===== src/hwm_pkg.sv =====
`default_nettype none
// ----------------------------------------------------------------------------
// hwm_pkg
// Shared widths, register indexes and item types for the heartbeat watchdog.
// ----------------------------------------------------------------------------
package hwm_pkg;

  localparam int TIME_W    = 48;
  localparam int VALUE_W   = 64;
  localparam int TIMEOUT_W = 32;
  localparam int CFG_IDX_W = 3;
  localparam int CFG_DATA_W = 64;
  localparam int IN_DATA_W  = 160;
  localparam int OUT_DATA_W = 72;

  // configuration register indexes
  localparam logic [CFG_IDX_W-1:0] CFG_TIMEOUT       = 3'd0;
  localparam logic [CFG_IDX_W-1:0] CFG_WRAP_LIMIT    = 3'd1;
  localparam logic [CFG_IDX_W-1:0] CFG_SEND_ENABLE   = 3'd2;
  localparam logic [CFG_IDX_W-1:0] CFG_READ_PRESENT  = 3'd3;
  localparam logic [CFG_IDX_W-1:0] CFG_WRITE_PRESENT = 3'd4;

  localparam logic [TIMEOUT_W-1:0] TIMEOUT_RESET = 32'd1000;

  typedef struct packed {
    logic [TIMEOUT_W-1:0] timeout_ms;
    logic [VALUE_W-1:0]   wrap_limit;
    logic                 send_enable;
    logic                 read_present;
    logic                 write_present;
  } cfg_t;

  typedef struct packed {
    logic [TIME_W-1:0]  partner_update_ms;
    logic [VALUE_W-1:0] partner_value;
    logic [TIME_W-1:0]  now_ms;
  } in_item_t;

  typedef struct packed {
    logic               entered_normal;
    logic               entered_timeout;
    logic               entered_frozen;
    logic               is_normal;
    logic               is_timed_out;
    logic               is_frozen;
    logic               write_request;
    logic [VALUE_W-1:0] heartbeat_out;
  } out_item_t;

endpackage
`default_nettype wire


===== src/heartbeat_watchdog_monitor.sv =====
`default_nettype none
// ----------------------------------------------------------------------------
// heartbeat_watchdog_monitor
// Watches a partner heartbeat for frozen values and stale updates, and
// produces the outgoing heartbeat value, one result item per tick item.
// ----------------------------------------------------------------------------
//
//  Channel  Direction  Width  Carries
//  in_      slave      160    one tick: now, partner value, partner update time
//  out_     master     72     outgoing heartbeat, write request, status, strobes
//  cfg_     write      64     timeout, wrap limit, send/read/write enables
//
//  One item per cycle sustained while out_ is not stalled; an accepted item
//  passes the input register, then evaluation into the result register,
//  and out_tvalid for it rises once it is held in the result register.
//  The evaluation path is a 64-bit increment and wrap compare beside the
//  48-bit age subtract and timeout compares.
//  Reset is synchronous, active low; it restores the register defaults and
//  the start-up grace state. A stall on out_ holds the result register and
//  the input register, so in_tready drops only when both are full.
//
module heartbeat_watchdog_monitor
  import hwm_pkg::*;
(
  input  wire logic                  clk,
  input  wire logic                  rst_n,
  // in_tdata, lowest bit up: now_ms[47:0], partner_value[63:0],
  //   partner_update_ms[47:0]
  input  wire logic                  in_tvalid,
  output logic                       in_tready,
  input  wire logic [IN_DATA_W-1:0]  in_tdata,
  // out_tdata, lowest bit up: heartbeat_out[63:0], write_request, is_frozen,
  //   is_timed_out, is_normal, entered_frozen, entered_timeout,
  //   entered_normal, one zero pad bit
  output logic                       out_tvalid,
  input  wire logic                  out_tready,
  output logic [OUT_DATA_W-1:0]      out_tdata,
  input  wire logic                  cfg_we,
  input  wire logic [CFG_IDX_W-1:0]  cfg_index,
  input  wire logic [CFG_DATA_W-1:0] cfg_wdata
);

  cfg_t      cfg;
  in_item_t  item;
  out_item_t result;
  logic      item_valid;
  logic      advance;

  // register bank
  hwm_cfg u_cfg (
    .clk       (clk),
    .rst_n     (rst_n),
    .cfg_we    (cfg_we),
    .cfg_index (cfg_index),
    .cfg_wdata (cfg_wdata),
    .cfg       (cfg)
  );

  // tick item capture
  hwm_in_stage u_in (
    .clk        (clk),
    .rst_n      (rst_n),
    .in_tvalid  (in_tvalid),
    .in_tready  (in_tready),
    .in_tdata   (in_tdata),
    .advance    (advance),
    .item_valid (item_valid),
    .item       (item)
  );

  // watchdog state and result register
  hwm_eval u_eval (
    .clk        (clk),
    .rst_n      (rst_n),
    .cfg        (cfg),
    .item_valid (item_valid),
    .item       (item),
    .advance    (advance),
    .out_valid  (out_tvalid),
    .out_ready  (out_tready),
    .result     (result)
  );

  // top bit is the byte pad
  assign out_tdata = {1'b0, result};

endmodule
`default_nettype wire


===== src/hwm_cfg.sv =====
`default_nettype none
// ----------------------------------------------------------------------------
// hwm_cfg
// Configuration register bank, written through a plain write port.
// ----------------------------------------------------------------------------
module hwm_cfg
  import hwm_pkg::*;
(
  input  wire logic                  clk,
  input  wire logic                  rst_n,
  input  wire logic                  cfg_we,
  input  wire logic [CFG_IDX_W-1:0]  cfg_index,
  input  wire logic [CFG_DATA_W-1:0] cfg_wdata,
  output cfg_t                       cfg
);

  cfg_t cfg_r, cfg_nxt;

  always_comb begin
    cfg_nxt = cfg_r;
    if (cfg_we) begin
      case (cfg_index)
        CFG_TIMEOUT:       cfg_nxt.timeout_ms    = cfg_wdata[TIMEOUT_W-1:0];
        CFG_WRAP_LIMIT:    cfg_nxt.wrap_limit    = cfg_wdata[VALUE_W-1:0];
        CFG_SEND_ENABLE:   cfg_nxt.send_enable   = cfg_wdata[0];
        CFG_READ_PRESENT:  cfg_nxt.read_present  = cfg_wdata[0];
        CFG_WRITE_PRESENT: cfg_nxt.write_present = cfg_wdata[0];
        default:           cfg_nxt = cfg_r;  // unknown index: ignored
      endcase
    end
  end

  always_ff @(posedge clk) begin
    if (!rst_n) begin
      cfg_r.timeout_ms    <= TIMEOUT_RESET;
      cfg_r.wrap_limit    <= '0;
      cfg_r.send_enable   <= 1'b0;
      cfg_r.read_present  <= 1'b0;
      cfg_r.write_present <= 1'b0;
    end else begin
      cfg_r <= cfg_nxt;
    end
  end

  assign cfg = cfg_r;

endmodule
`default_nettype wire


===== src/hwm_in_stage.sv =====
`default_nettype none
// ----------------------------------------------------------------------------
// hwm_in_stage
// Input register: captures one tick item, releases it when evaluation advances.
// ----------------------------------------------------------------------------
module hwm_in_stage
  import hwm_pkg::*;
(
  input  wire logic                 clk,
  input  wire logic                 rst_n,
  input  wire logic                 in_tvalid,
  output logic                      in_tready,
  input  wire logic [IN_DATA_W-1:0] in_tdata,
  input  wire logic                 advance,
  output logic                      item_valid,
  output in_item_t                  item
);

  logic     valid_r, valid_nxt;
  in_item_t item_r;

  assign in_tready = !valid_r || advance;

  always_comb begin
    valid_nxt = valid_r;
    if (in_tready) valid_nxt = in_tvalid;
  end

  always_ff @(posedge clk) begin
    if (!rst_n) begin
      valid_r <= 1'b0;
    end else begin
      valid_r <= valid_nxt;
    end
  end

  always_ff @(posedge clk) begin
    if (in_tready && in_tvalid) begin
      item_r <= in_item_t'(in_tdata);
    end
  end

  assign item_valid = valid_r;
  assign item       = item_r;

endmodule
`default_nettype wire


===== src/hwm_eval.sv =====
`default_nettype none
// ----------------------------------------------------------------------------
// hwm_eval
// Watchdog state update, result register: one tick item per cycle unless stalled.
// ----------------------------------------------------------------------------
module hwm_eval
  import hwm_pkg::*;
(
  input  wire logic  clk,
  input  wire logic  rst_n,
  input  cfg_t       cfg,
  input  wire logic  item_valid,
  input  in_item_t   item,
  output logic       advance,
  output logic       out_valid,
  input  wire logic  out_ready,
  output out_item_t  result
);

  logic               grace_r, grace_nxt;
  logic               monitoring_r, monitoring_nxt;
  logic [VALUE_W-1:0] last_seen_r, last_seen_nxt;
  logic [TIME_W-1:0]  last_change_r, last_change_nxt;
  logic               frozen_r, frozen_nxt;
  logic               fault_r, fault_nxt;
  logic               normal_r, normal_nxt;
  logic [VALUE_W-1:0] own_count_r, own_count_nxt;
  logic               out_valid_r;
  out_item_t          result_r, result_nxt;

  logic [TIME_W-1:0]  timeout_ext;
  logic [TIME_W-1:0]  change_age, update_age;
  logic               stale_change, stale_update;
  logic               grace_end, changed;
  logic [VALUE_W-1:0] seen_ref, sum;
  logic               frz0, flt0, nrm0;
  logic               ent_frz, ent_to, ent_nrm;

  assign advance     = !out_valid_r || out_ready;
  assign timeout_ext = {{(TIME_W-TIMEOUT_W){1'b0}}, cfg.timeout_ms};
  assign grace_end   = item.now_ms > timeout_ext;

  always_comb begin
    grace_nxt       = grace_r;
    monitoring_nxt  = monitoring_r;
    last_seen_nxt   = last_seen_r;
    last_change_nxt = last_change_r;
    frozen_nxt      = frozen_r;
    fault_nxt       = fault_r;
    normal_nxt      = normal_r;
    ent_frz         = 1'b0;
    ent_to          = 1'b0;
    ent_nrm         = 1'b0;

    // grace re-captures the value, so no change is seen on those ticks
    seen_ref = grace_r ? item.partner_value : last_seen_r;
    changed  = item.partner_value != seen_ref;
    frz0     = frozen_r;
    flt0     = fault_r;
    nrm0     = normal_r;
    if (grace_r && grace_end) begin
      frz0 = 1'b0;
      flt0 = 1'b0;
      nrm0 = 1'b0;
    end

    if (grace_r || changed) last_change_nxt = item.now_ms;
    else                    last_change_nxt = last_change_r;

    // a stamp that lies ahead of now never counts as stale
    change_age   = item.now_ms - last_change_nxt;
    update_age   = item.now_ms - item.partner_update_ms;
    stale_change = (last_change_nxt <= item.now_ms) && (change_age > timeout_ext);
    stale_update = (item.partner_update_ms <= item.now_ms) && (update_age > timeout_ext);

    if (cfg.read_present) begin
      sum           = item.partner_value + 64'd1;
      last_seen_nxt = item.partner_value;
      if (grace_r && grace_end) grace_nxt = 1'b0;
      if (changed) monitoring_nxt = 1'b1;
      frozen_nxt = frz0;
      fault_nxt  = flt0;
      normal_nxt = nrm0;
      if (monitoring_r || changed) begin
        if (stale_change) begin
          frozen_nxt = 1'b1;
          ent_frz    = !frz0;
        end
        if (stale_update) begin
          fault_nxt = 1'b1;
          ent_to    = !flt0;
        end
        if (!stale_change && !stale_update) begin
          if (!nrm0) begin
            frozen_nxt = 1'b0;
            fault_nxt  = 1'b0;
            normal_nxt = 1'b1;
            ent_nrm    = 1'b1;
          end
        end else begin
          normal_nxt = 1'b0;
        end
      end
    end else begin
      sum             = own_count_r + 64'd1;
      last_change_nxt = last_change_r;
    end

    if ((cfg.wrap_limit != '0) && (sum > cfg.wrap_limit)) own_count_nxt = '0;
    else                                                  own_count_nxt = sum;

    result_nxt.heartbeat_out   = own_count_nxt;
    result_nxt.write_request   = cfg.send_enable && cfg.read_present && cfg.write_present;
    result_nxt.is_frozen       = frozen_nxt;
    result_nxt.is_timed_out    = fault_nxt;
    result_nxt.is_normal       = normal_nxt;
    result_nxt.entered_frozen  = ent_frz;
    result_nxt.entered_timeout = ent_to;
    result_nxt.entered_normal  = ent_nrm;
  end

  always_ff @(posedge clk) begin
    if (!rst_n) begin
      grace_r       <= 1'b1;
      monitoring_r  <= 1'b0;
      last_seen_r   <= '0;
      last_change_r <= '0;
      frozen_r      <= 1'b0;
      fault_r       <= 1'b0;
      normal_r      <= 1'b0;
      own_count_r   <= '0;
      out_valid_r   <= 1'b0;
    end else begin
      if (advance) out_valid_r <= item_valid;
      if (advance && item_valid) begin
        grace_r       <= grace_nxt;
        monitoring_r  <= monitoring_nxt;
        last_seen_r   <= last_seen_nxt;
        last_change_r <= last_change_nxt;
        frozen_r      <= frozen_nxt;
        fault_r       <= fault_nxt;
        normal_r      <= normal_nxt;
        own_count_r   <= own_count_nxt;
      end
    end
  end

  always_ff @(posedge clk) begin
    if (advance && item_valid) result_r <= result_nxt;
  end

  assign out_valid = out_valid_r;
  assign result    = result_r;

endmodule
`default_nettype wire

===== config.mk =====
export PLATFORM = sky130hd
export DESIGN_NAME = heartbeat_watchdog_monitor
export DESIGN_NICKNAME = d
export VERILOG_FILES = /design/src/hwm_pkg.sv /design/src/heartbeat_watchdog_monitor.sv /design/src/hwm_cfg.sv /design/src/hwm_in_stage.sv /design/src/hwm_eval.sv
export SDC_FILE = /design/constraint.sdc
export NUM_CORES = 1
export LEC_CHECK = 0
export ABC_CLOCK_PERIOD_IN_PS = 21300
export BUFFER_PORTS_ARGS = -buffer_cell sky130_fd_sc_hd__buf_2
export CAP_MARGIN = 10
export CORE_MARGIN = 4
export CORE_UTILIZATION = 47
export DETAILED_ROUTE_END_ITERATION = 10
export GPL_TIMING_DRIVEN = 0
export PLACE_DENSITY = 0.66
export SYNTH_ARGS = -nofsm -noshare
export SYNTH_HDL_FRONTEND = slang
export SYNTH_SLANG_ARGS = --single-unit

===== constraint.sdc =====
create_clock -name clk -period 21.3 [get_ports clk]
set_input_delay 2.13 -clock clk [delete_from_list [all_inputs] [get_ports clk]]
set_output_delay 2.13 -clock clk [all_outputs]
set_load 0.05 [all_outputs]

## After elaboration in Yosys (flattened, before gate mapping)

Cells that the tools add are included.

- Mux-type cells: 21
- Equal/unequal tests: 5
- Reductions and logical operators: 32
- Order comparisons: 6
- Add/sub/neg operators: 4

Operators with widths:

| kind | number |
|---|---|
| 64-bit 2-to-1 mux | 3 |
| 48-bit by 32-bit > comparator with 1-bit output | 3 |
| 64-bit by 1-bit adder with 64-bit output (second input constant) | 2 |
| 48-bit less-or-equal comparator | 2 |
| 48-bit subtractor | 2 |
| 64-bit > comparator | 1 |
| 64-bit != test | 1 |
| 64-bit nonzero test | 1 |
| 48-bit 2-to-1 mux | 1 |
| 1-bit 2-to-1 mux | 17 |
| 3-bit AND reduction | 5 |
| 2-bit AND reduction | 6 |
| 1-bit logical AND | 9 |
| 3-bit by 2-bit equality test with 1-bit output (second input constant) | 2 |
| 1-bit logical NOT | 6 |
| 1-bit logical OR | 4 |
| 3-bit by 1-bit equality test with 1-bit output (second input constant) | 1 |
| 3-bit equality test (second input constant) | 1 |
| 3-bit logical NOT | 1 |

- Output and inout port bits: 74
- Input port bits: 232
- Register bits after elaboration: 513

## Longest topological paths before layout

- Word-level depth: 12
- Mapped depth: 33
- Mapped depth without buffers: 32

## Cells and area by module

From an unflattened synthesis, not the netlist that was laid out.

- Cells, all modules: 3,390
- Area, all modules: 31,511.5 um^2

By module, submodules not included:

| module | times used | area an instance (um^2) | cells each |
|---|---|---|---|
| hwm_eval | 1 | 22,738.1 | 2,822 |
| hwm_in_stage | 1 | 4,862.2 | 165 |
| hwm_cfg | 1 | 3,900.0 | 401 |
| heartbeat_watchdog_monitor | 1 | 11.3 | 2 |

## Least setup slack after synthesis

No wires, ideal clock.

- Kind: reg-to-reg
- Start point: reg u_in.item_r, in the netlist u_in.item[59]
- End point: reg u_eval.result_r, in the netlist u_eval.result[65] (data pin)
- Data required time: 21.046 ns
- Cell stages (with the launch flop): 30
- Setup time: 0.254 ns
- Arrival: 6.837 ns
- Buffers on the path: 1
- Slack: 14.209 ns
- Path through: edfxtp_1 -> xnor2_1 -> nand4_1 -> nor4_1 -> nand4_1 -> nor2_1 -> clkbuf_1 -> mux2i_1 -> ha_1 -> a2111o_1 -> o21a_1 -> o221ai_1 -> nand2_1 -> a22o_1 -> nor2_1 -> o31ai_1 -> xor2_1 -> ha_1 -> a21o_1 -> a21o_1 -> a21o_1 -> a21o_1 -> a211o_1 -> a21oi_1 -> a31oi_1 -> or4_1 -> nor4_2 -> nand4_1 -> o2111ai_1 -> a21bo_1

- Cells in the longest elaborated chain, start to end: 12

Ends and longest elaborated chain:

| what | line | text |
|---|---|---|
| start: declaration | hwm_in_stage.sv:20 | `in_item_t item_r;` |
| start signal: assignment | hwm_in_stage.sv:39 | `item_r <= in_item_t'(in_tdata);` |
| 64-bit 2-to-1 mux | hwm_eval.sv:56 | `seen_ref = grace_r ? item.partner_value : last_seen_r;` |
| 64-bit != test (*) | hwm_eval.sv:57 | `changed = item.partner_value != seen_ref;` |
| 1-bit logical OR | hwm_eval.sv:67 | `if (grace_r \|\| changed) last_change_nxt = item.now_ms;` |
| 48-bit 2-to-1 mux | hwm_eval.sv:67 |  |
| 48-bit subtractor | hwm_eval.sv:71 | `change_age = item.now_ms - last_change_nxt;` |
| 48-bit by 32-bit > comparator with 1-bit output | hwm_eval.sv:73 | `stale_change = (last_change_nxt <= item.now_ms) && (change_age > timeout_ext);` |
| 1-bit logical AND | hwm_eval.sv:73 |  |
| 1-bit 2-to-1 mux or 1-bit logical NOT (tied branches) | hwm_eval.sv:85, hwm_eval.sv:93 |  |
| 1-bit 2-to-1 mux or 1-bit logical AND (tied branches) | hwm_eval.sv:94, hwm_eval.sv:93 |  |
| 1-bit 2-to-1 mux | hwm_eval.sv:93 | `if (!stale_change && !stale_update) begin` |
| 1-bit 2-to-1 mux (*) | hwm_eval.sv:84 | `if (monitoring_r \|\| changed) begin` |
| 1-bit 2-to-1 mux (*) | hwm_eval.sv:76 | `if (cfg.read_present) begin` |
| net u_eval.frozen_nxt | hwm_eval.sv:24 | `logic frozen_r, frozen_nxt;` |
| end signal: assignment | hwm_eval.sv:149 | `if (advance && item_valid) result_r <= result_nxt;` |
| end: declaration | hwm_eval.sv:29 | `out_item_t result_r, result_nxt;` |

Mark *: on every way through the listed nets, which the timed path passes. The rest lies on a longest branch.
A chain may end at the register's enable or synchronous reset.

## Final worst setup path

- Start point: reg u_in.item_r, in the netlist u_in.item[51]
- End point: reg u_eval.result_r, in the netlist u_eval.result[65] (data pin)

The elaborated chain is that of the path after synthesis.

==> results by group <==
Status
  • Status: finished, final reports clean

Setup path
  • Crit end category: register
  • CP Data Arrival Time: roughly 11 ns
  • Crit path max fanout: 10
  • Worst setup SP type: register
  • Max incr delay on CP: roughly 0.84 ns
  • CP Class: reg2reg
  • Critical path's slowest cell: nor2_1
  • CP required: ~22 ns

Global routing
  • Vias in the first global route: 26,000
  • Global-route wire length before repair: around 160,000 um
  • Largest net degree at the start of global routing: between 60 and 70
  • Initial antenna violation count: 10
  • GRT Total Usage: 28.3%
  • Grt total ovfl: 0

Placed design
  • PortBufs: approximately 300
  • DP HPWL: between 80,000 and 90,000 um
  • Placer Congestion: around 1
  • Dpl cells: 4,640

Final layout
  • FILL cells: around 6,000
  • Share of layout cells above drive strength 1: 13.2%
  • Nets@finish: roughly 4,300
  • Area of the multi-input gates: around 17,000 sq um
  • Sequential Area: approximately 13,000 sq um
  • Area Growth Syn to Fin: 15.1%
  • Layout Cells excl Fill: 4,754

Clock network
  • Clk Latency, worst-skew pair: 0.66 ns
  • Worst-path clk slew: 0.07 ns
  • Num CTS Buffers: 56
  • H-Tree Depth: 2
  • CTS Hold Bufs: 0
  • Root Buffer: clkbuf_16
  • Clock Sinks: about 500
  • Post-CTS setup buffer count: 0
  • Post_cts resized: 0
  • CTS tree: built
  • Clock tree buffer depth: 3

Power and ir drop
  • Peak supply drop: between 60 and 70 uV
  • P_leak: about 0.014 uW
  • Pwr per Cell Area: around 74 nW/um^2

Die
  • DIE HEIGHT: approximately 270 um
  • Die area: about 71,000 sq um
  • Die Width: 267 um
  • # IOs: 306
  • Row cnt: 94
  • CORE AREA: between 60,000 and 70,000 sq um
  • Starting Density: 47.6%

Synth
  • Sequential-to-total area share from yosys stat: between 40 and 50%
  • Syn Nets: approximately 4,000
  • Yosys cell types: around 110
  • Synthesized area: about 31,000 sq um
  • Dominant synthesized flop cell: dfxtp_1
  • Syn Area/Cell: between 9 and 10 sq um
  • Post-synth EDFFs: around 230
  • Synthesis Warnings: 0
  • Number of synthesized register bits: 513
  • Synth top area share: around 22%
  • Synth Instances: ~3,500
  • Dominant cell type by area after synthesis: edfxtp_1
  • Top cells by area, synth: edfxtp_1 22%, dfxtp_1 18%, ha_1 10%
  • Ys async rst share: 0%

STA
  • Worst Tran Pin Value: 1.39 ns
  • # setup viols final: 0
  • Worst Skew: between 0.06 and 0.07 ns
  • Final period util: roughly half
  • Tmin final: a little over 10 ns
  • Final TNS setup: 0 ns
  • RSZ-0062 raised after global routing: false
  • Worst rel slew slack: around 7.1%
  • Max-slew violation count: 0
  • Maximum clock rate: between 90 and 100 MHz
  • Final hold viol count: 0

Detailed routing
  • Routed via count: approximately 28,000
  • # DRC: 0
  • Post-DRT Antenna Nets: 0
  • Initial DRC Count: just over 2,000
  • DR vias/cell: between 5 and 6
  • Routed len/inst: approximately 22 um
  • Detailed Route WL: between 100,000 and 150,000 um
  • DR pass1 iterations: 5

Job
  • Max-cap violations: 0

Worst hold path
  • Min-delay worst type: reg2reg
==> synthesized netlist by cell type (63+ instances only) <==
cell type / n
nor2_1: 208
o21ai_0: 107
ha_1: 258
inv_1: 197
dfxtp_1: 282
a22o_1: 63
edfxtp_1: 231
a21o_1: 91
nor2b_1: 68
nand2_1: 505
xnor2_1: 149
mux2i_1: 97
nand4_1: 96
a21oi_1: 336
a211oi_1: 72
clkbuf_1: 132
==> flip-flops by register name, indices dropped and copies added (netlist names) <==
register	flops
u_eval.monitoring_r	1
u_in.item_valid	1
u_eval.normal_r	1
u_eval.last_change_r	48
u_in.item	160
u_eval.out_valid	1
u_eval.last_seen_r	64
u_eval.fault_r	1
u_eval.result	71
u_cfg.cfg	99
u_eval.grace_r	1
u_eval.own_count_r	64
u_eval.frozen_r	1
==> per-stage QoR <==
stage	hold slack, ns	worst slack, ns	area (sq um)	util, %	power (uW)
4_1_cts	0.458	11.17	36200	54.8	2700
3_3_place_gp	0.443	11.16	34000	51.6	1630
6_report	0.454	10.90	36200	54.8	2690
2_1_floorplan	0.432	14.21	31400	-	1460
5_1_grt	0.480	10.77	36200	54.8	2810
3_5_place_dp	0.447	11.21	34100	51.7	1630
==> worst paths after layout <==
kind | start | to | slack [ns] | cells past startpoint
hold / removal | u_cfg.cfg[77] | u_cfg.cfg[77] | 0.45 | 2
setup / recovery | u_in.item[51] | u_eval.result[65] | 10.90 | 31
hold reg to reg | u_cfg.cfg[77] | u_cfg.cfg[77] | 0.45 | 2
setup reg to reg | u_in.item[51] | u_eval.result[65] | 10.90 | 31
==> critical path: cells and delay by family (launching register included) <==
| kind | cells | cell delay [ns] |
|---|---|---|
| fa+ha+maj | 3 | 1.02 |
| flops | 1 | 0.51 |
| xor+xnor | 2 | 0.69 |
| compound gates | 14 | 3.48 |
| simple gates | 11 | 3.61 |
| buf+inv | 1 | 0.81 |
==> layer usage <==
| layer | track usage, % | wire length (um) |
|---|---|---|
| met3 | 3.04 | 6030 |
| met5 | 0 | 12 |
| met1 | 37.6 | 44700 |
| met4 | 13.0 | 5370 |
| met2 | 46.9 | 48200 |
==> cell type report <==
cell class	instances	area share, %
Clock inverter	41	1.55
Antenna cell	8	0.0553
Timing Repair Buffer	307	4.43
Sequential cell	513	34.8
Inverter	197	2.04
Tap cell	864	2.99
Buffer	166	2.03
Clock buffer	65	4.08
Multi-Input combinational cell	2593	48.1
==> where the power goes <==
part | leakage [uW] | internal (uW) | switching (uW)
clock | 0.000979 | 626 | 444
combinational | 0.00855 | 188 | 340
sequential | 0.00452 | 1060 | 31.0
==> cell usage in the layout (no fill, tap or decap), types with 14 or more instances in the layout <==
cell       Yosys  final
a211oi_1      72     72
a21o_1        91     91
a21oi_1      336    336
a22o_1        63     63
a31oi_1       14     14
and3_1        15     15
buf_2         16    320
clkbuf_1     132    136
clkbuf_16      0     56
dfxtp_1      282    282
edfxtp_1     231    231
ha_1         258    258
inv_1        197    197
mux2i_1       97     97
nand2_1      505    505
nand2b_1      21     21
nand3_1       53     53
nand4_1       96     96
nor2_1       208    208
nor2b_1       68     68
nor3_1        39     39
nor4_1        42     42
o211ai_1      19     19
o21a_1        32     32
o21ai_0      107    107
o21bai_1      21     21
or2_2         14     14
xnor2_1      149    149
xor2_1        51     51
==> logic make-up after synthesis <==
group	Yosys count	share of synthesized area (%)
buffers and inverters	363	4.68
adder cells (fa/ha/maj)	260	10.4
flip-flops	513	40.0
XOR/XNOR	200	5.57
AND/OR/NAND/NOR	1136	17.1
multiplexers	108	3.48
AO/OA/AOI/OAI	888	18.7
other	1	0.0119
No activity file was read; power rests on OpenSTA's default activity.
